`config.mk`:
```
export PLATFORM = sky130hd
export DESIGN_NAME = i2c_register_transaction_sequencer_top
export DESIGN_NICKNAME = d
export VERILOG_FILES = /design/src/hw/rtl/i2crs_pkg.sv /design/src/hw/rtl/i2crs_front.sv /design/src/hw/rtl/i2crs_queue.sv /design/src/hw/rtl/i2crs_back.sv /design/src/hw/rtl/i2c_register_transaction_sequencer_top.sv
export VERILOG_INCLUDE_DIRS = /design/src /design/src/hw/rtl
export SDC_FILE = /design/constraint.sdc
export NUM_CORES = 1
export LEC_CHECK = 0
export BUFFER_PORTS_ARGS = -buffer_cell sky130_fd_sc_hd__buf_4
export CORE_UTILIZATION = 60
export CTS_CLUSTER_SIZE = 40
export DETAILED_ROUTE_END_ITERATION = 8
export GPL_ROUTABILITY_DRIVEN = 1
export PLACE_DENSITY = 0.82
export SLEW_MARGIN = 30
export SYNTH_ARGS = -nofsm -noshare
export SYNTH_HDL_FRONTEND = slang
export SYNTH_SLANG_ARGS = --single-unit
```
`constraint.sdc`:
```
create_clock -name clk -period 4.8 [get_ports clk]
set_clock_uncertainty 0.15 [all_clocks]
set_input_delay 0.48 -clock clk [delete_from_list [all_inputs] [get_ports clk]]
set_output_delay 0.48 -clock clk [all_outputs]
set_load 0.05 [all_outputs]
```
`src/hw/rtl/assert_macros.svh`:
```
// Assertion helpers; every user has clk and rst_n in scope.
`ifndef ASSERT_MACROS_SVH
`define ASSERT_MACROS_SVH

// Property checked at every edge outside reset.
`define CHK_ALWAYS(label, prop, msg) \
  label: assert property (@(posedge clk) disable iff (!rst_n) prop) else $error(msg);

// Antecedent at one edge implies consequent at the next.
`define CHK_NEXT(label, ante, cons, msg) \
  label: assert property (@(posedge clk) disable iff (!rst_n) ante |=> cons) else $error(msg);

`endif

```
`src/hw/rtl/i2crs_pkg.sv`:
```
package i2crs_pkg;

  localparam int MaxRes = 4;
  localparam int QDepth = 4;
  localparam int QAw    = $clog2(QDepth);

  // input modes
  localparam logic [1:0] ModeWrite = 2'd0;
  localparam logic [1:0] ModeRead  = 2'd1;
  localparam logic [1:0] ModeScan  = 2'd2;
  localparam logic [1:0] ModeResp  = 2'd3;

  // result ops
  localparam logic [2:0] OpStart = 3'd0;
  localparam logic [2:0] OpStop  = 3'd1;
  localparam logic [2:0] OpSend  = 3'd2;
  localparam logic [2:0] OpRecv  = 3'd3;
  localparam logic [2:0] OpOut   = 3'd4;
  localparam logic [2:0] OpDone  = 3'd5;

  // done status
  localparam logic [1:0] StOk   = 2'd0;
  localparam logic [1:0] StNack = 2'd1;
  localparam logic [1:0] StNone = 2'd2;

  // sequencer phases
  localparam logic [2:0] PhIdle  = 3'd0;
  localparam logic [2:0] PhHdr   = 3'd1;
  localparam logic [2:0] PhWdata = 3'd2;
  localparam logic [2:0] PhRaddr = 3'd3;
  localparam logic [2:0] PhRecv  = 3'd4;
  localparam logic [2:0] PhScan  = 3'd5;

  localparam logic [7:0] DummyByte = 8'hFF;
  localparam logic [6:0] LastProbe = 7'd127;

  typedef struct packed {
    logic [2:0] op;
    logic [7:0] bus_byte;
    logic       master_ack;
    logic [1:0] status;
    logic [6:0] found_addr;
  } res_t;

  // all results of one input item, slot 0 first
  typedef struct packed {
    logic [2:0]              cnt;
    res_t [MaxRes-1:0]       res;
  } bundle_t;

  function automatic res_t mk_res(input logic [2:0] op, input logic [7:0] b,
                                  input logic ack, input logic [1:0] st,
                                  input logic [6:0] fa);
    res_t r;
    r.op         = op;
    r.bus_byte   = b;
    r.master_ack = ack;
    r.status     = st;
    r.found_addr = fa;
    return r;
  endfunction

endpackage

```
`src/hw/rtl/i2crs_front.sv`:
```
module i2crs_front
  import i2crs_pkg::*;
(
  input  logic          clk,
  input  logic          rst_n,
  input  logic          in_push,
  input  logic [1:0]    in_mode,
  input  logic [6:0]    in_dev_addr,
  input  logic [15:0]   in_reg_addr,
  input  logic [1:0]    in_reg_len,
  input  logic [7:0]    in_data_len,
  input  logic          in_nack,
  input  logic [7:0]    in_rx_byte,
  input  logic [7:0]    in_payload,
  input  logic          q_full,
  output logic          q_push,
  output bundle_t       q_bundle
);

  logic [2:0]  phase_r, phase_nxt;
  logic        is_read_r, is_read_nxt;
  logic [6:0]  dev_r, dev_nxt;
  logic [15:0] reg_r, reg_nxt;
  logic [1:0]  rbl_r, rbl_nxt;
  logic [7:0]  dbl_r, dbl_nxt;
  logic [6:0]  probe_r, probe_nxt;
  logic        acc;
  logic [7:0]  dec;
  logic [6:0]  probe_inc;
  bundle_t     bnd;

  assign acc       = in_push && !q_full;
  assign dec       = (dbl_r != 8'd0) ? dbl_r - 8'd1 : dbl_r;
  assign probe_inc = probe_r + 7'd1;

  always_comb begin
    phase_nxt   = phase_r;
    is_read_nxt = is_read_r;
    dev_nxt     = dev_r;
    reg_nxt     = reg_r;
    rbl_nxt     = rbl_r;
    dbl_nxt     = dbl_r;
    probe_nxt   = probe_r;
    bnd         = '0;
    if (acc) begin
      if (in_mode != ModeResp) begin
        // commands are dropped while a transaction runs
        if (phase_r == PhIdle) begin
          if (in_mode == ModeScan) begin
            probe_nxt  = 7'd1;
            bnd.cnt    = 3'd2;
            bnd.res[0] = mk_res(OpStart, 8'h00, 1'b0, StOk, 7'd0);
            bnd.res[1] = mk_res(OpSend, {7'd1, 1'b0}, 1'b0, StOk, 7'd0);
            phase_nxt  = PhScan;
          end else begin
            is_read_nxt = (in_mode == ModeRead);
            dev_nxt     = in_dev_addr;
            reg_nxt     = in_reg_addr;
            rbl_nxt     = (in_reg_len == 2'd2) ? 2'd2 :
                          ((in_reg_len != 2'd0) ? 2'd1 : 2'd0);
            dbl_nxt     = in_data_len;
            if (in_mode == ModeRead && in_data_len == 8'd0) begin
              bnd.cnt    = 3'd1;
              bnd.res[0] = mk_res(OpDone, 8'h00, 1'b0, StOk, 7'd0);
            end else begin
              bnd.cnt    = 3'd2;
              bnd.res[0] = mk_res(OpStart, 8'h00, 1'b0, StOk, 7'd0);
              bnd.res[1] = mk_res(OpSend, {in_dev_addr, 1'b0}, 1'b0, StOk, 7'd0);
              phase_nxt  = PhHdr;
            end
          end
        end
      end else begin
        case (phase_r)
          PhHdr: begin
            if (in_nack) begin
              bnd.cnt    = 3'd2;
              bnd.res[0] = mk_res(OpStop, 8'h00, 1'b0, StOk, 7'd0);
              bnd.res[1] = mk_res(OpDone, 8'h00, 1'b0, StNack, 7'd0);
              phase_nxt  = PhIdle;
            end else if (rbl_r == 2'd2) begin
              bnd.cnt    = 3'd1;
              bnd.res[0] = mk_res(OpSend, reg_r[15:8], 1'b0, StOk, 7'd0);
              rbl_nxt    = 2'd1;
            end else if (rbl_r == 2'd1) begin
              bnd.cnt    = 3'd1;
              bnd.res[0] = mk_res(OpSend, reg_r[7:0], 1'b0, StOk, 7'd0);
              rbl_nxt    = 2'd0;
            end else if (is_read_r) begin
              // repeated start, address with read bit
              bnd.cnt    = 3'd2;
              bnd.res[0] = mk_res(OpStart, 8'h00, 1'b0, StOk, 7'd0);
              bnd.res[1] = mk_res(OpSend, {dev_r, 1'b1}, 1'b0, StOk, 7'd0);
              phase_nxt  = PhRaddr;
            end else if (dbl_r == 8'd0) begin
              bnd.cnt    = 3'd2;
              bnd.res[0] = mk_res(OpStop, 8'h00, 1'b0, StOk, 7'd0);
              bnd.res[1] = mk_res(OpDone, 8'h00, 1'b0, StOk, 7'd0);
              phase_nxt  = PhIdle;
            end else begin
              bnd.cnt    = 3'd1;
              bnd.res[0] = mk_res(OpSend, in_payload, 1'b0, StOk, 7'd0);
              dbl_nxt    = dbl_r - 8'd1;
              phase_nxt  = PhWdata;
            end
          end
          PhWdata: begin
            if (in_nack || dbl_r == 8'd0) begin
              bnd.cnt    = 3'd2;
              bnd.res[0] = mk_res(OpStop, 8'h00, 1'b0, StOk, 7'd0);
              bnd.res[1] = mk_res(OpDone, 8'h00, 1'b0, in_nack ? StNack : StOk, 7'd0);
              phase_nxt  = PhIdle;
            end else begin
              bnd.cnt    = 3'd1;
              bnd.res[0] = mk_res(OpSend, in_payload, 1'b0, StOk, 7'd0);
              dbl_nxt    = dbl_r - 8'd1;
            end
          end
          PhRaddr: begin
            if (in_nack) begin
              bnd.cnt    = 3'd2;
              bnd.res[0] = mk_res(OpStop, 8'h00, 1'b0, StOk, 7'd0);
              bnd.res[1] = mk_res(OpDone, 8'h00, 1'b0, StNack, 7'd0);
              phase_nxt  = PhIdle;
            end else begin
              bnd.cnt    = 3'd1;
              bnd.res[0] = mk_res(OpRecv, DummyByte, dbl_r > 8'd1, StOk, 7'd0);
              phase_nxt  = PhRecv;
            end
          end
          PhRecv: begin
            // a NACK here is ignored; the byte is delivered anyway
            bnd.res[0] = mk_res(OpOut, in_rx_byte, 1'b0, StOk, 7'd0);
            dbl_nxt    = dec;
            if (dec == 8'd0) begin
              bnd.cnt    = 3'd3;
              bnd.res[1] = mk_res(OpStop, 8'h00, 1'b0, StOk, 7'd0);
              bnd.res[2] = mk_res(OpDone, 8'h00, 1'b0, StOk, 7'd0);
              phase_nxt  = PhIdle;
            end else begin
              bnd.cnt    = 3'd2;
              bnd.res[1] = mk_res(OpRecv, DummyByte, dec > 8'd1, StOk, 7'd0);
            end
          end
          PhScan: begin
            bnd.res[0] = mk_res(OpStop, 8'h00, 1'b0, StOk, 7'd0);
            if (!in_nack) begin
              bnd.cnt    = 3'd2;
              bnd.res[1] = mk_res(OpDone, 8'h00, 1'b0, StOk, probe_r);
              phase_nxt  = PhIdle;
            end else if (probe_r == LastProbe) begin
              bnd.cnt    = 3'd2;
              bnd.res[1] = mk_res(OpDone, 8'h00, 1'b0, StNone, 7'd0);
              phase_nxt  = PhIdle;
            end else begin
              bnd.cnt    = 3'd3;
              bnd.res[1] = mk_res(OpStart, 8'h00, 1'b0, StOk, 7'd0);
              bnd.res[2] = mk_res(OpSend, {probe_inc, 1'b0}, 1'b0, StOk, 7'd0);
              probe_nxt  = probe_inc;
            end
          end
          default: begin
            phase_nxt = PhIdle;
          end
        endcase
      end
    end
  end

  assign q_push   = acc && (bnd.cnt != 3'd0);
  assign q_bundle = bnd;

  always_ff @(posedge clk) begin
    if (!rst_n) begin
      phase_r   <= PhIdle;
      is_read_r <= 1'b0;
      dev_r     <= 7'd0;
      reg_r     <= 16'd0;
      rbl_r     <= 2'd0;
      dbl_r     <= 8'd0;
      probe_r   <= 7'd0;
    end else begin
      phase_r   <= phase_nxt;
      is_read_r <= is_read_nxt;
      dev_r     <= dev_nxt;
      reg_r     <= reg_nxt;
      rbl_r     <= rbl_nxt;
      dbl_r     <= dbl_nxt;
      probe_r   <= probe_nxt;
    end
  end

`include "assert_macros.svh"

  `CHK_NEXT(a_cmd_busy_kept, (acc && in_mode != ModeResp && phase_r != PhIdle), (phase_r == $past(phase_r)), "command while busy changed phase")
  `CHK_ALWAYS(a_push_gated, (q_push |-> !q_full), "push into a full queue")

endmodule

```
`src/hw/rtl/i2crs_queue.sv`:
```
module i2crs_queue
  import i2crs_pkg::*;
(
  input  logic    clk,
  input  logic    rst_n,
  input  logic    wr_en,
  input  bundle_t wr_data,
  output logic    full,
  input  logic    rd_en,
  output bundle_t rd_data,
  output logic    empty
);

  bundle_t        mem_r [QDepth];
  logic [QAw-1:0] wptr_r, wptr_nxt;
  logic [QAw-1:0] rptr_r, rptr_nxt;
  logic [QAw:0]   count_r, count_nxt;
  logic           do_wr;
  logic           do_rd;

  assign full    = (count_r == QAw'(0) + (QAw+1)'(QDepth));
  assign empty   = (count_r == '0);
  assign do_wr   = wr_en && !full;
  assign do_rd   = rd_en && !empty;
  assign rd_data = mem_r[rptr_r];

  always_comb begin
    wptr_nxt  = do_wr ? wptr_r + QAw'(1) : wptr_r;
    rptr_nxt  = do_rd ? rptr_r + QAw'(1) : rptr_r;
    count_nxt = count_r;
    if (do_wr && !do_rd) begin
      count_nxt = count_r + (QAw+1)'(1);
    end else if (do_rd && !do_wr) begin
      count_nxt = count_r - (QAw+1)'(1);
    end
  end

  always_ff @(posedge clk) begin
    if (!rst_n) begin
      wptr_r  <= '0;
      rptr_r  <= '0;
      count_r <= '0;
    end else begin
      wptr_r  <= wptr_nxt;
      rptr_r  <= rptr_nxt;
      count_r <= count_nxt;
    end
  end

  always_ff @(posedge clk) begin
    if (do_wr) begin
      mem_r[wptr_r] <= wr_data;
    end
  end

`include "assert_macros.svh"

  `CHK_ALWAYS(a_count_range, (count_r <= (QAw+1)'(QDepth)), "queue count out of range")
  `CHK_ALWAYS(a_ptr_match, ((wptr_r - rptr_r) == count_r[QAw-1:0]), "queue pointers disagree with count")

endmodule

```
`src/hw/rtl/i2crs_back.sv`:
```
module i2crs_back
  import i2crs_pkg::*;
(
  input  logic       clk,
  input  logic       rst_n,
  input  bundle_t    head,
  input  logic       q_empty,
  output logic       q_pop,
  output logic       empty,
  input  logic       pop,
  output logic [2:0] out_op,
  output logic [7:0] out_bus_byte,
  output logic       out_master_ack,
  output logic [1:0] out_status,
  output logic [6:0] out_found_addr,
  output logic       out_last
);

  logic [1:0] idx_r, idx_nxt;
  logic       take;
  res_t       cur;

  assign empty = q_empty;
  assign take  = pop && !q_empty;
  assign cur   = head.res[idx_r];

  assign out_op         = cur.op;
  assign out_bus_byte   = cur.bus_byte;
  assign out_master_ack = cur.master_ack;
  assign out_status     = cur.status;
  assign out_found_addr = cur.found_addr;
  assign out_last       = ({1'b0, idx_r} == head.cnt - 3'd1);

  // bundle leaves the queue with its final beat
  assign q_pop   = take && out_last;
  assign idx_nxt = take ? (out_last ? 2'd0 : idx_r + 2'd1) : idx_r;

  always_ff @(posedge clk) begin
    if (!rst_n) begin
      idx_r <= 2'd0;
    end else begin
      idx_r <= idx_nxt;
    end
  end

`include "assert_macros.svh"

  `CHK_ALWAYS(a_head_nonempty, (!q_empty |-> (head.cnt != 3'd0)), "empty bundle in queue")
  `CHK_ALWAYS(a_idx_in_bundle, (!q_empty |-> (3'(idx_r) < head.cnt)), "slot index past bundle")

endmodule

```
`src/hw/rtl/i2c_register_transaction_sequencer_top.sv`:
```
// Channel   Handshake          Ports
// input     push / full        in_mode .. in_payload
// result    empty / pop        out_op .. out_last
//
// One input item is taken per cycle while the bundle queue has room.
// Each item's 0..3 results are decided in the cycle it is taken and leave
// one beat per cycle; the result side sets the pace for busy items.
// Results appear on the ports once every earlier bundle has left the queue.
// Reset clears the sequencer state, the queue and the slot index.
// full rises when the bundle queue (four entries) is full.
module i2c_register_transaction_sequencer_top
  import i2crs_pkg::*;
(
  input  logic        clk,
  input  logic        rst_n,
  input  logic        push,
  output logic        full,
  input  logic [1:0]  in_mode,
  input  logic [6:0]  in_dev_addr,
  input  logic [15:0] in_reg_addr,
  input  logic [1:0]  in_reg_len,
  input  logic [7:0]  in_data_len,
  input  logic        in_nack,
  input  logic [7:0]  in_rx_byte,
  input  logic [7:0]  in_payload,
  output logic        empty,
  input  logic        pop,
  output logic [2:0]  out_op,
  output logic [7:0]  out_bus_byte,
  output logic        out_master_ack,
  output logic [1:0]  out_status,
  output logic [6:0]  out_found_addr,
  output logic        out_last
);

  logic    q_push;
  logic    q_full;
  logic    q_pop;
  logic    q_empty;
  bundle_t q_wdata;
  bundle_t q_rdata;

  assign full = q_full;

  i2crs_front u_front (
    .clk         (clk),
    .rst_n       (rst_n),
    .in_push     (push),
    .in_mode     (in_mode),
    .in_dev_addr (in_dev_addr),
    .in_reg_addr (in_reg_addr),
    .in_reg_len  (in_reg_len),
    .in_data_len (in_data_len),
    .in_nack     (in_nack),
    .in_rx_byte  (in_rx_byte),
    .in_payload  (in_payload),
    .q_full      (q_full),
    .q_push      (q_push),
    .q_bundle    (q_wdata)
  );

  i2crs_queue u_queue (
    .clk     (clk),
    .rst_n   (rst_n),
    .wr_en   (q_push),
    .wr_data (q_wdata),
    .full    (q_full),
    .rd_en   (q_pop),
    .rd_data (q_rdata),
    .empty   (q_empty)
  );

  i2crs_back u_back (
    .clk            (clk),
    .rst_n          (rst_n),
    .head           (q_rdata),
    .q_empty        (q_empty),
    .q_pop          (q_pop),
    .empty          (empty),
    .pop            (pop),
    .out_op         (out_op),
    .out_bus_byte   (out_bus_byte),
    .out_master_ack (out_master_ack),
    .out_status     (out_status),
    .out_found_addr (out_found_addr),
    .out_last       (out_last)
  );

endmodule

```
* Word-level counts from Yosys, hierarchy flattened
Memory sizes are Yosys's and may differ from the RTL's. A register that Yosys moved wholly into a read port is not among the register bits. Cells that the tools add are included.
Word-level totals: register bits 53, bits in latches 0, memory bits (writable) 264, memory bits (read-only) 0, input port bits 56, output and inout bits 24, word-level logic and storage cells 182, memories 1
Memories:
- u_queue.mem_r | words 4, bits a word 66, read ports 1, clocked after Yosys merged registers in 1, wr ports 1, line i2crs_queue.sv:14 | bundle_t mem_r [QDepth];
Cells by class: $add $sub $neg 8, multipliers 0, div/mod/pow operators 0, $lt $le $gt $ge 3, equality and inequality tests 31, shift operators 0, mux-type cells 94, bitwise gates (word level) 1, reduce and logical (&&, ||, !) cells 33
Operator list (number):
- $mux W21 | 14
- $mux W42 | 5
- $pmux W42 S5 | 1
- $mux W20 | 6
- $mux W8 | 10
- $mux W3 | 23
- $mux W63 | 1
- $bmux W21 S2 | 1
- $mux W7 | 6
- $pmux W21 S2 | 1
- $mux W2 | 17
- $pmux W3 S5 | 2
- $logic_not A8 Y1 | 3
- $pmux W8 S3 | 1
- $gt A8 B1 Y1 const B | 2
- $ne A3 B2 Y1 const B | 5
- $reduce_and A6 Y1 | 2
- $reduce_and A10 Y1 | 1
- $reduce_bool A2 Y1 | 5
- $eq A3 B3 Y1 const B | 3
- $logic_and A1 B1 Y1 | 9
- $ne A2 B2 Y1 const B | 4
- $ne A4 B3 Y1 const B | 2
- $reduce_and A8 Y1 | 1
- other kinds (25) | 45

* Logic depth before layout (Yosys ltp)
Gate-level depths: netlist of run 1.
word-level depth 16, gate-level depth with buffers 14, depth with buffers taken out 12

* By module
From an unflattened synthesis of run 1, not the netlist that was laid out.
Unflattened totals: cell total of the unflattened synthesis 1057, area, all modules 17212.8 µm²
By module, submodules not included:
- i2crs_queue | times used 1, cells an instance 503, area each 13026.2 µm², sequential area each 10630.2 µm²
- i2crs_front | times used 1, cells an instance 506, area each 3448.3 µm², sequential area each 880.8 µm²
- i2crs_back | times used 1, cells an instance 48, area each 738.2 µm², sequential area each 40.0 µm²

* Worst setup path before layout of run 1
Ideal clock, no wire load.
kind flip-flop to flip-flop, from reg with a tool-made name, to reg u_queue.count_r[2], setup time 0.076 ns, arrival 3.667 ns, data required time 4.574 ns, slack 0.908 ns, cell stages (with the launch flop) 15, buffers on the path 2, period minus slack after synthesis 3.892 ns, cell sequence dfxtp_1 -> buf_2 -> buf_2 -> mux4_2 -> inv_1 -> ha_1 -> xnor2_1 -> nor3_2 -> nand2_1 -> ha_1 -> inv_1 -> fa_1 -> xor2_1 -> or3_1 -> a21boi_0
RTL lines:
- to (signal assigned) | line i2crs_queue.sv:46 | count_r <= count_nxt;
- to (decl) | line i2crs_queue.sv:17 | logic [QAw:0] count_r, count_nxt;

==> flow_summary.html, run 1 <==
<table>
<tr><th>Metric</th><th>Value</th></tr>
<tr><th colspan="2">Global route</th></tr>
<tr><td>Met1 usage</td><td>0.355</td></tr>
<tr><td>Met3 track demand over resource</td><td>0.0405</td></tr>
<tr><td>Initial antenna violation count</td><td>0</td></tr>
<tr><td>Global-route congestion overflow total</td><td>0</td></tr>
<tr><td>Vias in the first global route</td><td>6844</td></tr>
<tr><td>First-pass GRT wire length</td><td>36900 µm</td></tr>
<tr><td>Total Routing Usage GR</td><td>0.268</td></tr>
<tr><td>Pin count of the biggest net entering global routing</td><td>45</td></tr>
<tr><td>Global-route layer with the greatest usage</td><td>met2</td></tr>
<tr><td>Met2 usage in global routing</td><td>0.458</td></tr>
<tr><th colspan="2">Worst setup path</th></tr>
<tr><td>Ordered list of cells on the worst path</td><td>buf_4, mux4_2, inv_1, ha_1, xnor2_1, nor3_2, nand2_1, ha_1, inv_1, fa_1, xor2_1, or3_1, a21boi_0</td></tr>
<tr><td>Worst endpoint required time</td><td>5.06 ns</td></tr>
<tr><td>Largest stage delay, worst path</td><td>0.56 ns</td></tr>
<tr><td>Data arrival at the endpoint of the critical path</td><td>3.89 ns</td></tr>
<tr><td>Crit path max fanout</td><td>20</td></tr>
<tr><td>Worst setup EP type</td><td>flip-flop</td></tr>
<tr><td>Type of origin of the critical path</td><td>flip-flop</td></tr>
<tr><td>Slowest stage cell, crit path</td><td>sky130_fd_sc_hd__mux4_2</td></tr>
<tr><td>Worst setup path category</td><td>reg -&gt; reg</td></tr>
<tr><th colspan="2">Yosys</th></tr>
<tr><td>Synth top area share</td><td>0.502</td></tr>
<tr><td>Largest area contributor in the synthesized netlist</td><td>sky130_fd_sc_hd__edfxtp_1</td></tr>
<tr><td>Flip-flop cell with the highest count after synthesis</td><td>sky130_fd_sc_hd__edfxtp_1</td></tr>
<tr><td>Syn Std Cell Area</td><td>10500 µm²</td></tr>
<tr><td>Syn avg cell area</td><td>13.4 µm²</td></tr>
<tr><td>Sequential area share after synthesis</td><td>0.607</td></tr>
<tr><td>Netlist cell types</td><td>75</td></tr>
<tr><td>Number of flops mapped to enable cells by yosys</td><td>176</td></tr>
<tr><td>Biggest area contributors in the synthesized netlist</td><td>sky130_fd_sc_hd__edfxtp_1 (50%), sky130_fd_sc_hd__dfxtp_1 (10%), sky130_fd_sc_hd__mux4_2 (9.4%), sky130_fd_sc_hd__nand2_1 (2.7%), sky130_fd_sc_hd__a21oi_1 (2.4%)</td></tr>
<tr><td>Post-synthesis async set-or-reset flop share</td><td>0</td></tr>
<tr><td>Flip-flop and latch count after synthesis</td><td>231</td></tr>
<tr><td>Number of nets in the synthesized netlist</td><td>857</td></tr>
<tr><td>Syn. warnings</td><td>0</td></tr>
<tr><td>Post-Syn Instances</td><td>788</td></tr>
<tr><th colspan="2">STA</th></tr>
<tr><td>Shortest clock period the worst path allows after layout</td><td>3.63 ns</td></tr>
<tr><td>Setup repair after global routing missed its margin</td><td>no</td></tr>
<tr><td>Number of failing hold endpoints at the final stage</td><td>0</td></tr>
<tr><td>Final Hold Slack</td><td>0.0686 ns</td></tr>
<tr><td>Sum Neg Setup Slack</td><td>0 ns</td></tr>
<tr><td>Share of the clock period used by the worst path</td><td>0.756</td></tr>
<tr><td>Achievable clock frequency</td><td>275 MHz</td></tr>
<tr><td>Final setup violation count</td><td>0</td></tr>
<tr><td>Number of pins with negative max-slew slack in the final report</td><td>0</td></tr>
<tr><td>Slew at the pin with the worst max-slew slack</td><td>0.912 ns</td></tr>
<tr><td>Slew Limit Headroom</td><td>0.383</td></tr>
<tr><th colspan="2">Floorplanning</th></tr>
<tr><td>Number of placement rows</td><td>48</td></tr>
<tr><td>DIE WIDTH</td><td>134 µm</td></tr>
<tr><td>Top Ports</td><td>80</td></tr>
<tr><td>Starting utilization of the core area</td><td>0.611</td></tr>
<tr><td>Std-Cell Core Area</td><td>17200 µm²</td></tr>
<tr><td>Vertical die dimension</td><td>134 µm</td></tr>
<tr><td>Die Area</td><td>18100 µm²</td></tr>
<tr><th colspan="2">CTS</th></tr>
<tr><td>Clock transition at the register clock pins on the worst setup and hold paths after CTS</td><td>0.06 ns</td></tr>
<tr><td>Worst-skew pair later-pin latency</td><td>0.51 ns</td></tr>
<tr><td>TritonCTS clock tree</td><td>done</td></tr>
<tr><td>CTS H-tree depth</td><td>1</td></tr>
<tr><td>Total CTS buffers</td><td>23</td></tr>
<tr><td>Root cell of the clock tree</td><td>sky130_fd_sc_hd__clkbuf_16</td></tr>
<tr><td>Hold buffer count at cts</td><td>0</td></tr>
<tr><td>Clock tree buffer depth</td><td>3</td></tr>
<tr><td>TritonCTS Sinks</td><td>231</td></tr>
<tr><td>Resize count post-CTS</td><td>0</td></tr>
<tr><td>Post CTS Setup Buffer Count</td><td>0</td></tr>
<tr><th colspan="2">Worst hold path</th></tr>
<tr><td>Type of the most critical hold path</td><td>in -&gt; reg</td></tr>
<tr><td>Worst min-delay path startpoint</td><td>in_reg_addr[6]</td></tr>
<tr><th colspan="2">Drt</th></tr>
<tr><td>Number of iterations in the first detailed-routing pass</td><td>6</td></tr>
<tr><td>DR WL/cell</td><td>21.5 µm</td></tr>
<tr><td>First DRT Iteration DRCs</td><td>691</td></tr>
<tr><td>Detailed-route DRC error count</td><td>0</td></tr>
<tr><td>Number of vias per cell after detailed routing</td><td>6.35</td></tr>
<tr><td>Routed vias</td><td>6944</td></tr>
<tr><td>Remaining antenna violation count after routing</td><td>0</td></tr>
<tr><td>Sum of routed wire length over all layers</td><td>23500 µm</td></tr>
<tr><th colspan="2">Pwr</th></tr>
<tr><td>IR Drop Worst-Case VDD</td><td>0.305 mV</td></tr>
<tr><td>Static Leak</td><td>4.09 nW</td></tr>
<tr><td>Power density over cell area</td><td>500 nW/µm²</td></tr>
<tr><th colspan="2">Finish</th></tr>
<tr><td>Nets</td><td>922</td></tr>
<tr><td>Layout fillers</td><td>1133</td></tr>
<tr><td>Area added between synthesis and finish</td><td>14.4%</td></tr>
<tr><td>Number of antenna repair diodes</td><td>0</td></tr>
<tr><td>Fraction of final layout cells sized beyond drive strength 1</td><td>0.234</td></tr>
<tr><th colspan="2">Placement</th></tr>
<tr><td>Global placer's final weighted congestion</td><td>0.890</td></tr>
<tr><td>Port Buf Inserts</td><td>79</td></tr>
<tr><td>Placed wire-length estimate after detailed placement</td><td>15300 µm</td></tr>
<tr><th colspan="2">Flow run</th></tr>
<tr><td>Maximum capacitance violations</td><td>0</td></tr>
<tr><th colspan="2">Run status</th></tr>
<tr><td>Run status</td><td>complete, no violations</td></tr>
</table>
-- synthesized netlist by cell type, types with 7 or more instances --
cell                       instances
sky130_fd_sc_hd__ha_1             12
sky130_fd_sc_hd__nor2_1           43
sky130_fd_sc_hd__nand2_1          76
sky130_fd_sc_hd__a21oi_1          50
sky130_fd_sc_hd__edfxtp_1        176
sky130_fd_sc_hd__inv_1            23
sky130_fd_sc_hd__nor2b_1          17
sky130_fd_sc_hd__nand2b_1         15
sky130_fd_sc_hd__buf_2            17
sky130_fd_sc_hd__a221o_1          15
sky130_fd_sc_hd__mux4_2           44
sky130_fd_sc_hd__and2_1           18
sky130_fd_sc_hd__a21boi_0          7
sky130_fd_sc_hd__nand3_1          15
sky130_fd_sc_hd__o22ai_1           9
sky130_fd_sc_hd__xnor2_1           9
sky130_fd_sc_hd__a221oi_1          8
sky130_fd_sc_hd__o21ai_0          14
sky130_fd_sc_hd__nor3_1           13
sky130_fd_sc_hd__dfxtp_1          55
sky130_fd_sc_hd__clkbuf_1         32
sky130_fd_sc_hd__mux2i_1          16
-- path summary, 6_finish.rpt --
| check | slack (ns) | cells past startpoint | end |
|---|---|---|---|
| min reg2reg | 0.31 | 2 | u_front.reg_r[11]$_SDFFE_PN0P_ |
| min | 0.07 | 3 | u_front.reg_r[6]$_SDFFE_PN0P_ |
| max reg2reg | 1.17 | 13 | u_queue.count_r[2]$_SDFFE_PN0P_ |
| max | 1.17 | 13 | u_queue.count_r[2]$_SDFFE_PN0P_ |
-- state kept, by name, indices dropped and copies added (netlist names), named ones only --
signal             cells
u_back.idx_r           2
u_front.dbl_r          8
u_front.dev_r          7
u_front.is_read_r      1
u_front.phase_r        3
u_front.probe_r        7
u_front.rbl_r          2
u_front.reg_r         16
u_queue.count_r        3
u_queue.mem_r        176
u_queue.rptr_r         2
u_queue.wptr_r         2
-- layout by cell type, fill, tap and decap left out, drive strengths merged, types with 17 or more instances in the layout --
| master | Yosys | routed |
|---|---|---|
| and2 | 19 | 19 |
| a21oi | 52 | 52 |
| o21ai | 19 | 19 |
| nor3 | 17 | 17 |
| edfxtp | 176 | 176 |
| clkbuf | 32 | 32 |
| nor2 | 45 | 45 |
| nand2 | 76 | 76 |
| inv | 24 | 26 |
| buf | 19 | 91 |
| mux4 | 44 | 44 |
| dfxtp | 55 | 55 |
| nor2b | 17 | 17 |
-- worst max-delay path, delay by kind of cell, from the launching register on --
family / cells / cell delay [ns]
adder cells (fa/ha/maj): 3 / 0.88
multiplexers: 1 / 0.56
buffers and inverters: 3 / 0.51
AND/OR/NAND/NOR: 3 / 0.50
XOR/XNOR: 2 / 0.39
flip-flops: 1 / 0.35
AO/OA/AOI/OAI: 1 / 0.20
-- metal layers --
metal,vias up,share of wire
li1,3132,-
met1,3439,0.40
met2,314,0.51
met3,59,0.071
met4,0,0.023
met5,-,0
-- logic make-up (layout without fill, tap and decap cells) --
kind of cell,count (synthesis),count (layout),synth area share
flops,231,231,0.607
mux,61,61,0.110
buf+inv,75,156,0.0291
fa+ha+maj,13,13,0.0162
simple gates,237,237,0.118
compound gates,157,157,0.108
xor+xnor,14,14,0.0116
-- through the flow --
| stage | area (µm²) | util | instances | setup slack (ns) | total power, W |
|---|---|---|---|---|---|
| after floorplan | 10500 | - | 788 | 0.908 | 0.00381 |
| after global placement | 11300 | 0.655 | 1053 | 1.34 | 0.00423 |
| after detailed placement | 11300 | 0.655 | 1053 | 1.19 | 0.00430 |
| after CTS | 12000 | 0.698 | 1094 | 1.13 | 0.00605 |
| after global routing | 12000 | 0.699 | 1094 | 0.960 | 0.00626 |
| final | 12000 | 0.699 | 1094 | 1.17 | 0.00602 |
-- layout make-up --
cell class | count | area (µm²) | area share
Multi-Input combinational cell | 482 | 3850 | 0.319
Clock buffer | 32 | 669 | 0.0556
Sequential cell | 231 | 6390 | 0.530
Clock inverter | 9 | 83.8 | 0.00696
Tap cell | 225 | 282 | 0.0234
Timing Repair Buffer | 91 | 683 | 0.0567
Inverter | 24 | 90.1 | 0.00748
-- power by group --
part	switching [W]	leakage, nW	internal (W)
Combinational	0.00111	1.63	0.000651
Clock	0.000733	0.373	0.00103
Sequential	0.000118	2.08	0.00238
No activity file was read; power rests on OpenSTA's default activity.
==> run 2, diff against run 1 <==
--- a/config.mk
+++ b/config.mk
@@ -6,12 +6,13 @@
 export SDC_FILE = /design/constraint.sdc
 export NUM_CORES = 1
 export LEC_CHECK = 0
+export ABC_AREA = 1
 export BUFFER_PORTS_ARGS = -buffer_cell sky130_fd_sc_hd__buf_4
-export CORE_UTILIZATION = 60
+export CORE_UTILIZATION = 54
 export CTS_CLUSTER_SIZE = 40
 export DETAILED_ROUTE_END_ITERATION = 8
 export GPL_ROUTABILITY_DRIVEN = 1
-export PLACE_DENSITY = 0.82
+export PLACE_DENSITY = 0.78
 export SLEW_MARGIN = 30
 export SYNTH_ARGS = -nofsm -noshare
 export SYNTH_HDL_FRONTEND = slang
==> constraint.sdc (replaced) <==
create_clock -name clk -period 2.9 [get_ports clk]
set_clock_uncertainty 0.15 [all_clocks]
set_input_delay 0.29 -clock clk [delete_from_list [all_inputs] [get_ports clk]]
set_output_delay 0.29 -clock clk [all_outputs]
set_load 0.05 [all_outputs]
==> run 2 against run 1 <==
  * Flip-flop and latch count unchanged
  * Combinational power increased by 110%
  * Final cell count increased by 36%
  * Largest cell class unchanged
  * Setup slack got worse by 0.95 ns
  * Synthesized cell count increased by 39%
==> flow_summary.html, run 2 <==
<table>
<tr><th>Metric</th><th>Value</th></tr>
<tr><th colspan="2">CTS</th></tr>
<tr><td>TritonCTS Sinks</td><td>231 (unchanged)</td></tr>
<tr><td>Worst-skew pair later-pin latency</td><td>0.51 ns (about the same)</td></tr>
<tr><td>CTS H-tree depth</td><td>1 (unchanged)</td></tr>
<tr><td>Clock transition at the register clock pins on the worst setup and hold paths after CTS</td><td>0.06 ns (about the same)</td></tr>
<tr><td>Root cell of the clock tree</td><td>sky130_fd_sc_hd__clkbuf_16</td></tr>
<tr><td>Total CTS buffers</td><td>23 (unchanged)</td></tr>
<tr><td>Clock tree buffer depth</td><td>3 (unchanged)</td></tr>
<tr><td>TritonCTS clock tree</td><td>done</td></tr>
<tr><th colspan="2">Placement</th></tr>
<tr><td>Placed wire-length estimate after detailed placement</td><td>16700 µm (+8.9%)</td></tr>
<tr><td>Port Buf Inserts</td><td>79 (unchanged)</td></tr>
<tr><td>Post-placement worst setup slack</td><td>0.00807 ns (-1.19 ns)</td></tr>
<tr><td>Placement Cell Area</td><td>11700 µm² (+3.4%)</td></tr>
<tr><td>Global placer's final weighted congestion</td><td>0.956 (+7.4%)</td></tr>
<tr><th colspan="2">Finish</th></tr>
<tr><td>Number of flip-flops under the largest register name</td><td>176 (unchanged)</td></tr>
<tr><td>Layout fillers</td><td>1421 (+25%)</td></tr>
<tr><td>Number of antenna repair diodes</td><td>0 (unchanged)</td></tr>
<tr><td>Most flop-heavy register</td><td>u_queue.mem_r</td></tr>
<tr><td>Fraction of final layout cells sized beyond drive strength 1</td><td>0.188 (-0.0454)</td></tr>
<tr><td>Final core utilization</td><td>0.680 (-0.0187)</td></tr>
<tr><td>Nets</td><td>1286 (+39%)</td></tr>
<tr><td>Area added between synthesis and finish</td><td>21.8%</td></tr>
<tr><td>Final instance area</td><td>12800 µm² (+6.7%)</td></tr>
<tr><td>Registers with the most flip-flops</td><td>u_queue.mem_r (176), u_front.reg_r (16), u_front.dbl_r (8)</td></tr>
<tr><td>Most frequent cells in the layout</td><td>sky130_fd_sc_hd__nor2_1 (197), sky130_fd_sc_hd__edfxtp_1 (176), sky130_fd_sc_hd__o21ai_0 (145), sky130_fd_sc_hd__nand2_1 (121), sky130_fd_sc_hd__buf_4 (118)</td></tr>
<tr><td>Most common cell after layout, fill and taps aside</td><td>sky130_fd_sc_hd__nor2_1</td></tr>
<tr><th colspan="2">Pwr</th></tr>
<tr><td>IR Drop Worst-Case VDD</td><td>0.492 mV (+61%)</td></tr>
<tr><td>Reported net switching power</td><td>0.00396 W (+100%)</td></tr>
<tr><td>Static Leak</td><td>4.81 nW (+18%)</td></tr>
<tr><td>Power density over cell area</td><td>868 nW/µm² (+74%)</td></tr>
<tr><td>Sw Share</td><td>0.355 (+0.0298)</td></tr>
<tr><td>Internal power consumption</td><td>0.00720 W (+77%)</td></tr>
<tr><td>Clk network pwr share</td><td>0.278 (-0.015)</td></tr>
<tr><td>Portion of total power attributed to combinational logic</td><td>0.339 (+0.047)</td></tr>
<tr><td>Sequential cell fraction of total power</td><td>0.383 (-0.032)</td></tr>
<tr><th colspan="2">Yosys</th></tr>
<tr><td>Post-Syn Instances</td><td>1092 (+39%)</td></tr>
<tr><td>Top post-synthesis cells by count</td><td>sky130_fd_sc_hd__nor2_1 (210), sky130_fd_sc_hd__edfxtp_1 (176), sky130_fd_sc_hd__o21ai_0 (146)</td></tr>
<tr><td>Most frequently used cell type in the post-synthesis netlist</td><td>sky130_fd_sc_hd__nor2_1</td></tr>
<tr><td>Post-synthesis async set-or-reset flop share</td><td>0 (unchanged)</td></tr>
<tr><td>Syn. warnings</td><td>0 (unchanged)</td></tr>
<tr><td>Syn Std Cell Area</td><td>10500 µm² (+0.15%)</td></tr>
<tr><td>Largest area contributor in the synthesized netlist</td><td>sky130_fd_sc_hd__edfxtp_1</td></tr>
<tr><td>Sequential area share after synthesis</td><td>0.606 (-0.000936)</td></tr>
<tr><td>Biggest area contributors in the synthesized netlist</td><td>sky130_fd_sc_hd__edfxtp_1 (50%), sky130_fd_sc_hd__dfxtp_1 (10%), sky130_fd_sc_hd__nor2_1 (7.5%), sky130_fd_sc_hd__o21ai_0 (6.9%), sky130_fd_sc_hd__nand2_1 (4.4%)</td></tr>
<tr><td>Netlist cell types</td><td>43 (-43%)</td></tr>
<tr><td>Flip-flop cell with the highest count after synthesis</td><td>sky130_fd_sc_hd__edfxtp_1</td></tr>
<tr><td>Synth top area share</td><td>0.501 (-0.000774)</td></tr>
<tr><td>Syn avg cell area</td><td>9.66 µm² (-28%)</td></tr>
<tr><td>Number of flops mapped to enable cells by yosys</td><td>176 (unchanged)</td></tr>
<tr><td>Flip-flop and latch count after synthesis</td><td>231 (unchanged)</td></tr>
<tr><td>Number of nets in the synthesized netlist</td><td>1161 (+35%)</td></tr>
<tr><th colspan="2">STA</th></tr>
<tr><td>Final Hold Slack</td><td>0.0203 ns (-0.0483 ns)</td></tr>
<tr><td>Number of failing hold endpoints at the final stage</td><td>0 (unchanged)</td></tr>
<tr><td>Slew Limit Headroom</td><td>0.539 (+0.155)</td></tr>
<tr><td>Number of pins with negative max-slew slack in the final report</td><td>0 (unchanged)</td></tr>
<tr><td>Share of the clock period used by the worst path</td><td>0.925 (+0.169)</td></tr>
<tr><td>Final setup violation count</td><td>0 (unchanged)</td></tr>
<tr><td>Slew at the pin with the worst max-slew slack</td><td>0.685 ns (-0.227 ns)</td></tr>
<tr><td>Achievable clock frequency</td><td>373 MHz (+35%)</td></tr>
<tr><td>Sum Neg Setup Slack</td><td>0 ns (unchanged)</td></tr>
<tr><td>Crit path setup slack, layout</td><td>0.218 ns (-0.952 ns)</td></tr>
<tr><td>Shortest clock period the worst path allows after layout</td><td>2.68 ns (-0.948 ns)</td></tr>
<tr><th colspan="2">Run status</th></tr>
<tr><td>Run status</td><td>complete, no violations</td></tr>
<tr><th colspan="2">Floorplanning</th></tr>
<tr><td>Std-Cell Core Area</td><td>18900 µm² (+9.6%)</td></tr>
<tr><td>Die Area</td><td>20100 µm² (+11%)</td></tr>
<tr><td>Vertical die dimension</td><td>142 µm (+5.4%)</td></tr>
<tr><td>Top Ports</td><td>80 (unchanged)</td></tr>
<tr><td>Starting utilization of the core area</td><td>0.558 (-0.0527)</td></tr>
<tr><td>Number of placement rows</td><td>50 (+4.2%)</td></tr>
<tr><td>DIE WIDTH</td><td>142 µm (+5.4%)</td></tr>
<tr><th colspan="2">Global route</th></tr>
<tr><td>Vias in the first global route</td><td>8446 (+23%)</td></tr>
<tr><td>Initial antenna violation count</td><td>0 (unchanged)</td></tr>
<tr><td>Pin count of the biggest net entering global routing</td><td>49 (+8.9%)</td></tr>
<tr><td>Total Routing Usage GR</td><td>0.264 (-0.00359)</td></tr>
<tr><td>Global-route congestion overflow total</td><td>0 (unchanged)</td></tr>
<tr><td>First-pass GRT wire length</td><td>41500 µm (+13%)</td></tr>
<tr><th colspan="2">Worst hold path</th></tr>
<tr><td>Number of cells on the worst hold path</td><td>5 (+2)</td></tr>
<tr><td>Type of the most critical hold path</td><td>in -&gt; reg</td></tr>
<tr><td>Worst hold endpoint</td><td>u_front.rbl_r[0]$_SDFFE_PN0P_</td></tr>
<tr><td>Worst min-delay path startpoint</td><td>in_reg_len[0]</td></tr>
<tr><th colspan="2">Worst setup path</th></tr>
<tr><td>Data arrival at the endpoint of the critical path</td><td>2.92 ns (-0.97 ns)</td></tr>
<tr><td>Type of origin of the critical path</td><td>flip-flop</td></tr>
<tr><td>Worst R2R End</td><td>u_queue.count_r[1]$_SDFFE_PN0P_</td></tr>
<tr><td>Worst setup path category</td><td>reg -&gt; reg</td></tr>
<tr><td>Worst reg2reg path startpoint</td><td>u_front.probe_r[0]$_SDFFE_PN0P_</td></tr>
<tr><td>Crit path max fanout</td><td>4 (-80%)</td></tr>
<tr><td>Slack of the worst reg-to-reg path</td><td>0.22 ns (-0.95 ns)</td></tr>
<tr><td>Worst setup EP type</td><td>flip-flop</td></tr>
<tr><td>Worst endpoint required time</td><td>3.13 ns (-1.93 ns)</td></tr>
<tr><td>Worst Reg2Reg Path Length in Cells</td><td>17 (+4)</td></tr>
<tr><th colspan="2">Drt</th></tr>
<tr><td>Remaining antenna violation count after routing</td><td>0 (unchanged)</td></tr>
<tr><td>Detailed-route DRC error count</td><td>0 (unchanged)</td></tr>
<tr><td>DR WL/cell</td><td>17.2 µm (-20%)</td></tr>
<tr><td>Sum of routed wire length over all layers</td><td>25600 µm (+9.3%)</td></tr>
<tr><td>Routed vias</td><td>8411 (+21%)</td></tr>
<tr><td>Number of vias per cell after detailed routing</td><td>5.63 (-11%)</td></tr>
<tr><td>Number of iterations in the first detailed-routing pass</td><td>5 (-1)</td></tr>
<tr><td>First DRT Iteration DRCs</td><td>869 (+26%)</td></tr>
<tr><th colspan="2">Flow run</th></tr>
<tr><td>Maximum capacitance violations</td><td>0 (unchanged)</td></tr>
</table>
[run 2: cell count changes in the layout (fill, tap and decap cells not counted), moves of 14 or more]
cell / delta
sky130_fd_sc_hd__mux2i_1: -16
sky130_fd_sc_hd__nor2_1: +154
sky130_fd_sc_hd__nand2_1: +45
sky130_fd_sc_hd__o21ai_0: +131
sky130_fd_sc_hd__buf_4: +27
sky130_fd_sc_hd__and2_1: -14
sky130_fd_sc_hd__nand3_1: +23
sky130_fd_sc_hd__a221o_1: -15
sky130_fd_sc_hd__nor2b_1: -17
sky130_fd_sc_hd__dlygate4sd3_1: +26
sky130_fd_sc_hd__inv_1: +53
sky130_fd_sc_hd__mux4_2: -44
sky130_fd_sc_hd__o22ai_1: +30
sky130_fd_sc_hd__nand2b_1: -15
[run 2: power by group through the flow]
stage / Sequential, W / Combinational (W) / Clock, W
3_3_place_gp: 0.00430 / 0.00357 / 0
4_1_cts: 0.00425 / 0.00369 / 0.00313
6_report: 0.00427 / 0.00378 / 0.00310
3_5_place_dp: 0.00432 / 0.00364 / 0
2_1_floorplan: 0.00429 / 0.00256 / 0
5_1_grt: 0.00431 / 0.00414 / 0.00325
[run 2: area by class of cell]
type | count | area (µm²) | area share
Sequential cell | 231 | 6400 | 0.498
Clock buffer | 29 | 598 | 0.0465
Tap cell | 260 | 325 | 0.0253
Clock inverter | 12 | 188 | 0.0146
Multi-Input combinational cell | 720 | 3720 | 0.290
Inverter | 91 | 349 | 0.0272
Timing Repair Buffer | 150 | 1270 | 0.0985
[run 2: how the worst max path moves through the flow]
stage / end / startpoint / depth (start not counted) / slack [ns]
floorplan: u_queue.mem_r[0][10]$_DFFE_PP_ / u_front.dbl_r[0]$_SDFFE_PN0P_ / 13 / -0.41
global placement: u_queue.count_r[2]$_SDFFE_PN0P_ / u_front.phase_r[1]$_SDFFE_PN0P_ / 17 / 0.05
detailed placement: u_queue.count_r[2]$_SDFFE_PN0P_ / u_front.dbl_r[0]$_SDFFE_PN0P_ / 21 / 0.008
CTS: u_queue.count_r[2]$_SDFFE_PN0P_ / u_front.dbl_r[0]$_SDFFE_PN0P_ / 22 / 0.02
global route: u_queue.count_r[2]$_SDFFE_PN0P_ / u_front.dbl_r[1]$_SDFFE_PN0P_ / 21 / -0.001
finish: u_queue.count_r[1]$_SDFFE_PN0P_ / u_front.probe_r[0]$_SDFFE_PN0P_ / 17 / 0.22
[run 2: cell families after synthesis]
kind of cell,Yosys count,synth area share
AOI/OAI and AO/OA,280,0.147
xor gates and xnor gates,7,0.00581
adders and majority gates,13,0.0161
buffers and inverters,141,0.0542
DFF,231,0.606
and+or+nand+nor,420,0.171
[run 2: per-stage QoR]
step           std cells  power, W
3_5_place_dp        1424   0.00796
6_report            1493    0.0112
5_1_grt             1493    0.0117
4_1_cts             1491    0.0111
3_3_place_gp        1424   0.00787
2_1_floorplan       1092   0.00684
[run 2: repair_timing]
item                                    in CTS  in global routing
pin swaps                                    0                  9
gates resized for setup                      2                 39
endpoints found under the setup margin       1                  2
endpoints found under the hold margin       25                  0
hold buffers                                26                  0
buffers inserted                             0                  2
[run 2: routing by layer]
| metal | wire [µm] | track usage |
|---|---|---|
| met1 | 10600 | 0.332 |
| met2 | 12700 | 0.466 |
| met3 | 1870 | 0.0412 |
| met4 | 484 | 0.0843 |
| met5 | 0 | 0 |
[run 2: critical path, cell delays in order, from the launching register on]
cell and delay (ns):
sky130_fd_sc_hd__dfxtp_1 0.38, sky130_fd_sc_hd__ha_4 0.16, sky130_fd_sc_hd__nand3_2 0.09, sky130_fd_sc_hd__nor2_2 0.15
sky130_fd_sc_hd__nand3_2 0.12, sky130_fd_sc_hd__nand2_4 0.10, sky130_fd_sc_hd__nand2_1 0.08, sky130_fd_sc_hd__nor2_1 0.11
sky130_fd_sc_hd__nand2_1 0.07, sky130_fd_sc_hd__nand2_2 0.09, sky130_fd_sc_hd__inv_4 0.05, sky130_fd_sc_hd__nor2_4 0.07
sky130_fd_sc_hd__inv_1 0.05, sky130_fd_sc_hd__ha_2 0.16, sky130_fd_sc_hd__inv_2 0.07, sky130_fd_sc_hd__fa_2 0.43
sky130_fd_sc_hd__o21ai_0 0.17, sky130_fd_sc_hd__a21oi_1 0.06
==> run 3, diff against run 2 <==
--- a/config.mk
+++ b/config.mk
@@ -12,6 +12,7 @@
 export CTS_CLUSTER_SIZE = 40
 export DETAILED_ROUTE_END_ITERATION = 8
 export GPL_ROUTABILITY_DRIVEN = 1
+export HOLD_SLACK_MARGIN = 0.12
 export PLACE_DENSITY = 0.78
 export SLEW_MARGIN = 30
 export SYNTH_ARGS = -nofsm -noshare
==> run 3 against run 2 <==
  * First-iteration DRC count shrank 6.8%
  * Sequential power about the same
  * Clock-buffer cell count unchanged
  * Combinational power rose by 2%
  * Register-to-register slack got worse by 0.12 ns
  * Non-clock buffer count rose by 29
  * Utilization up 1.6 points
  * Fmax is 4.1% lower
  * Worst hold slack better by 0.13 ns
  * Routed wire length increased by 3.5%
  * Die area stayed put
==> flow_summary.html, run 3 (synthesized netlist as in run 2, its figures left out) <==
<table>
<tr><th>Metric</th><th>Value</th></tr>
<tr><th colspan="2">Pwr</th></tr>
<tr><td>Static Leak</td><td>4.94 nW (+2.6%)</td></tr>
<tr><td>Power density over cell area</td><td>854 nW/µm² (-1.6%)</td></tr>
<tr><td>IR Drop Worst-Case VDD</td><td>0.496 mV (+0.91%)</td></tr>
<tr><th colspan="2">Finish</th></tr>
<tr><td>Most common cell after layout, fill and taps aside</td><td>sky130_fd_sc_hd__nor2_1</td></tr>
<tr><td>Area added between synthesis and finish</td><td>24.7%</td></tr>
<tr><td>Number of antenna repair diodes</td><td>0 (unchanged)</td></tr>
<tr><td>Most frequent cells in the layout</td><td>sky130_fd_sc_hd__nor2_1 (198), sky130_fd_sc_hd__edfxtp_1 (176), sky130_fd_sc_hd__o21ai_0 (145), sky130_fd_sc_hd__nand2_1 (119), sky130_fd_sc_hd__buf_4 (118)</td></tr>
<tr><td>Final core utilization</td><td>0.696 (+0.0162)</td></tr>
<tr><td>Layout fillers</td><td>1370 (-3.6%)</td></tr>
<tr><td>Fraction of final layout cells sized beyond drive strength 1</td><td>0.187 (-0.00115)</td></tr>
<tr><td>Registers with the most flip-flops</td><td>u_queue.mem_r (176), u_front.reg_r (16), u_front.dbl_r (8)</td></tr>
<tr><td>Multi-input combinational cell area</td><td>3730 µm² (+0.40%)</td></tr>
<tr><td>Sequential cell area</td><td>6400 µm² (unchanged)</td></tr>
<tr><td>Most flop-heavy register</td><td>u_queue.mem_r</td></tr>
<tr><td>Non-Filler Instances</td><td>1522 (+1.9%)</td></tr>
<tr><td>Nets</td><td>1315 (+2.3%)</td></tr>
<tr><td>Number of flip-flops under the largest register name</td><td>176 (unchanged)</td></tr>
<tr><th colspan="2">Worst setup path</th></tr>
<tr><td>Slowest stage cell, crit path</td><td>sky130_fd_sc_hd__dlygate4sd3_1</td></tr>
<tr><td>Critical Path Most Common Cell</td><td>sky130_fd_sc_hd__dlygate4sd3_1</td></tr>
<tr><td>Worst setup path category</td><td>reg -&gt; reg</td></tr>
<tr><td>Worst Reg2Reg Path Length in Cells</td><td>8 (-9)</td></tr>
<tr><td>Data arrival at the endpoint of the critical path</td><td>3.05 ns (+0.13 ns)</td></tr>
<tr><td>Crit path max fanout</td><td>4 (unchanged)</td></tr>
<tr><td>Largest stage delay, worst path</td><td>0.59 ns (+0.16 ns)</td></tr>
<tr><td>Worst endpoint required time</td><td>3.15 ns (+0.02 ns)</td></tr>
<tr><td>Type of origin of the critical path</td><td>flip-flop</td></tr>
<tr><td>Worst setup EP type</td><td>flip-flop</td></tr>
<tr><td>Ordered list of cells on the worst path</td><td>inv_1, ha_1, o31ai_1, nand3_2, a21oi_1, dlygate4sd3_1, a211oi_2, dlygate4sd3_1</td></tr>
<tr><th colspan="2">STA</th></tr>
<tr><td>Slew at the pin with the worst max-slew slack</td><td>0.656 ns (-0.0286 ns)</td></tr>
<tr><td>Achievable clock frequency</td><td>358 MHz (-4.1%)</td></tr>
<tr><td>Share of the clock period used by the worst path</td><td>0.965 (+0.0397)</td></tr>
<tr><td>Number of failing hold endpoints at the final stage</td><td>0 (unchanged)</td></tr>
<tr><td>Crit path setup slack, layout</td><td>0.103 ns (-0.115 ns)</td></tr>
<tr><td>Number of pins with negative max-slew slack in the final report</td><td>0 (unchanged)</td></tr>
<tr><td>Slew Limit Headroom</td><td>0.558 (+0.0193)</td></tr>
<tr><td>Final setup violation count</td><td>0 (unchanged)</td></tr>
<tr><td>Shortest clock period the worst path allows after layout</td><td>2.80 ns (+0.115 ns)</td></tr>
<tr><th colspan="2">CTS</th></tr>
<tr><td>TritonCTS clock tree</td><td>done</td></tr>
<tr><td>Root cell of the clock tree</td><td>sky130_fd_sc_hd__clkbuf_16</td></tr>
<tr><td>Worst-skew pair later-pin latency</td><td>0.51 ns (about the same)</td></tr>
<tr><td>Clock tree buffer depth</td><td>3 (unchanged)</td></tr>
<tr><td>TritonCTS Sinks</td><td>231 (unchanged)</td></tr>
<tr><td>Clock transition at the register clock pins on the worst setup and hold paths after CTS</td><td>0.06 ns (about the same)</td></tr>
<tr><td>Total CTS buffers</td><td>23 (unchanged)</td></tr>
<tr><td>CTS H-tree depth</td><td>1 (unchanged)</td></tr>
<tr><th colspan="2">Global route</th></tr>
<tr><td>Global-route congestion overflow total</td><td>0 (unchanged)</td></tr>
<tr><td>First-pass GRT wire length</td><td>42700 µm (+3.0%)</td></tr>
<tr><td>Initial antenna violation count</td><td>0 (unchanged)</td></tr>
<tr><td>Pin count of the biggest net entering global routing</td><td>49 (unchanged)</td></tr>
<tr><td>Vias in the first global route</td><td>8771 (+3.8%)</td></tr>
<tr><td>Total Routing Usage GR</td><td>0.272 (+0.00767)</td></tr>
<tr><th colspan="2">Drt</th></tr>
<tr><td>Routed vias</td><td>8717 (+3.6%)</td></tr>
<tr><td>Number of iterations in the first detailed-routing pass</td><td>5 (unchanged)</td></tr>
<tr><td>Remaining antenna violation count after routing</td><td>0 (unchanged)</td></tr>
<tr><td>DR WL/cell</td><td>17.5 µm (+1.6%)</td></tr>
<tr><td>First DRT Iteration DRCs</td><td>810 (-6.8%)</td></tr>
<tr><td>Detailed-route DRC error count</td><td>0 (unchanged)</td></tr>
<tr><td>Number of vias per cell after detailed routing</td><td>5.73 (+1.7%)</td></tr>
<tr><td>Sum of routed wire length over all layers</td><td>26600 µm (+3.5%)</td></tr>
<tr><th colspan="2">Run status</th></tr>
<tr><td>Run status</td><td>complete, no violations</td></tr>
<tr><th colspan="2">Placement</th></tr>
<tr><td>Post-placement worst setup slack</td><td>0.00807 ns (unchanged)</td></tr>
<tr><td>Placed wire-length estimate after detailed placement</td><td>16700 µm (unchanged)</td></tr>
<tr><td>Port Buf Inserts</td><td>79 (unchanged)</td></tr>
<tr><td>Global placer's final weighted congestion</td><td>0.956 (unchanged)</td></tr>
<tr><td>Placed Cells</td><td>1424 (unchanged)</td></tr>
<tr><th colspan="2">Floorplanning</th></tr>
<tr><td>Number of placement rows</td><td>50 (unchanged)</td></tr>
<tr><td>Top Ports</td><td>80 (unchanged)</td></tr>
<tr><td>Starting utilization of the core area</td><td>0.558 (unchanged)</td></tr>
<tr><td>Vertical die dimension</td><td>142 µm (unchanged)</td></tr>
<tr><td>Die Area</td><td>20100 µm² (unchanged)</td></tr>
<tr><td>DIE WIDTH</td><td>142 µm (unchanged)</td></tr>
<tr><td>Std-Cell Core Area</td><td>18900 µm² (unchanged)</td></tr>
<tr><th colspan="2">Worst hold path</th></tr>
<tr><td>Type of the most critical hold path</td><td>in -&gt; reg</td></tr>
<tr><td>Number of cells on the worst hold path</td><td>5 (unchanged)</td></tr>
<tr><th colspan="2">Flow run</th></tr>
<tr><td>Maximum capacitance violations</td><td>0 (unchanged)</td></tr>
</table>
## run 3: report_power, final
group	leakage (nW)	internal (W)	total, W	switching [W]
combinational	2.45	0.00125	0.00386	0.00261
sequential	2.11	0.00408	0.00428	0.000191
clock	0.380	0.00191	0.00310	0.00119
total	4.94	0.00724	0.0112	0.00400
## run 3: repair_timing
item	CTS	global route
buffers inserted	0	2
resized for setup	2	45
hold buffers	55	0
endpoints found under the hold margin	42	0
pin swaps	0	10
endpoints found under the setup margin	1	5
gates cloned	0	0
## run 3: final timing paths
check	start	end	slack, ns
worst min register to register	u_front.dev_r[1]$_SDFFE_PN0P_	u_front.dev_r[1]$_SDFFE_PN0P_	0.30
worst max register to register	u_front.rbl_r[0]$_SDFFE_PN0P_	u_front.rbl_r[1]$_SDFFE_PN0P_	0.10
worst min-delay path	in_data_len[6]	u_front.dbl_r[6]$_SDFFE_PN0P_	0.15
worst max-delay path	u_front.rbl_r[0]$_SDFFE_PN0P_	u_front.rbl_r[1]$_SDFFE_PN0P_	0.10
## run 3: per-layer routing
metal | routed length, µm | GRT usage | up-vias
met5 | 0 | 0 | -
met4 | 588 | 0.0985 | 0
met3 | 2050 | 0.0435 | 57
met2 | 13300 | 0.479 | 405
met1 | 10700 | 0.338 | 4156
li1 | - | - | 4099
## run 3: metrics by stage
step | setup TNS, ns | hold slack (ns) | cell area (µm²) | power [W]
after floorplan | -72.33 | 0.275 | 10600 | 0.00684
after global placement | 0 | 0.285 | 11700 | 0.00787
after detailed placement | 0 | 0.293 | 11700 | 0.00796
after CTS | 0 | 0.121 | 13000 | 0.0111
after global routing | -0.00189 | 0.177 | 13200 | 0.0118
final | 0 | 0.149 | 13200 | 0.0112
## run 3: cell type report
type                    instances  share of cell area
clock buffers                  29              0.0455
clock inverters                12              0.0143
inverters                      91              0.0265
multi-input cells             720               0.284
flip-flops and latches        231               0.487
well taps                     260              0.0247
repair buffers                179               0.118
## run 3: worst max-delay path: cells and delay by family (launching register included)
kind | cells | cell delay [ns]
buffers and inverters | 3 | 1.26
DFF | 1 | 0.36
and+or+nand+nor | 1 | 0.16
adders and majority gates | 1 | 0.30
AOI/OAI and AO/OA | 3 | 0.46
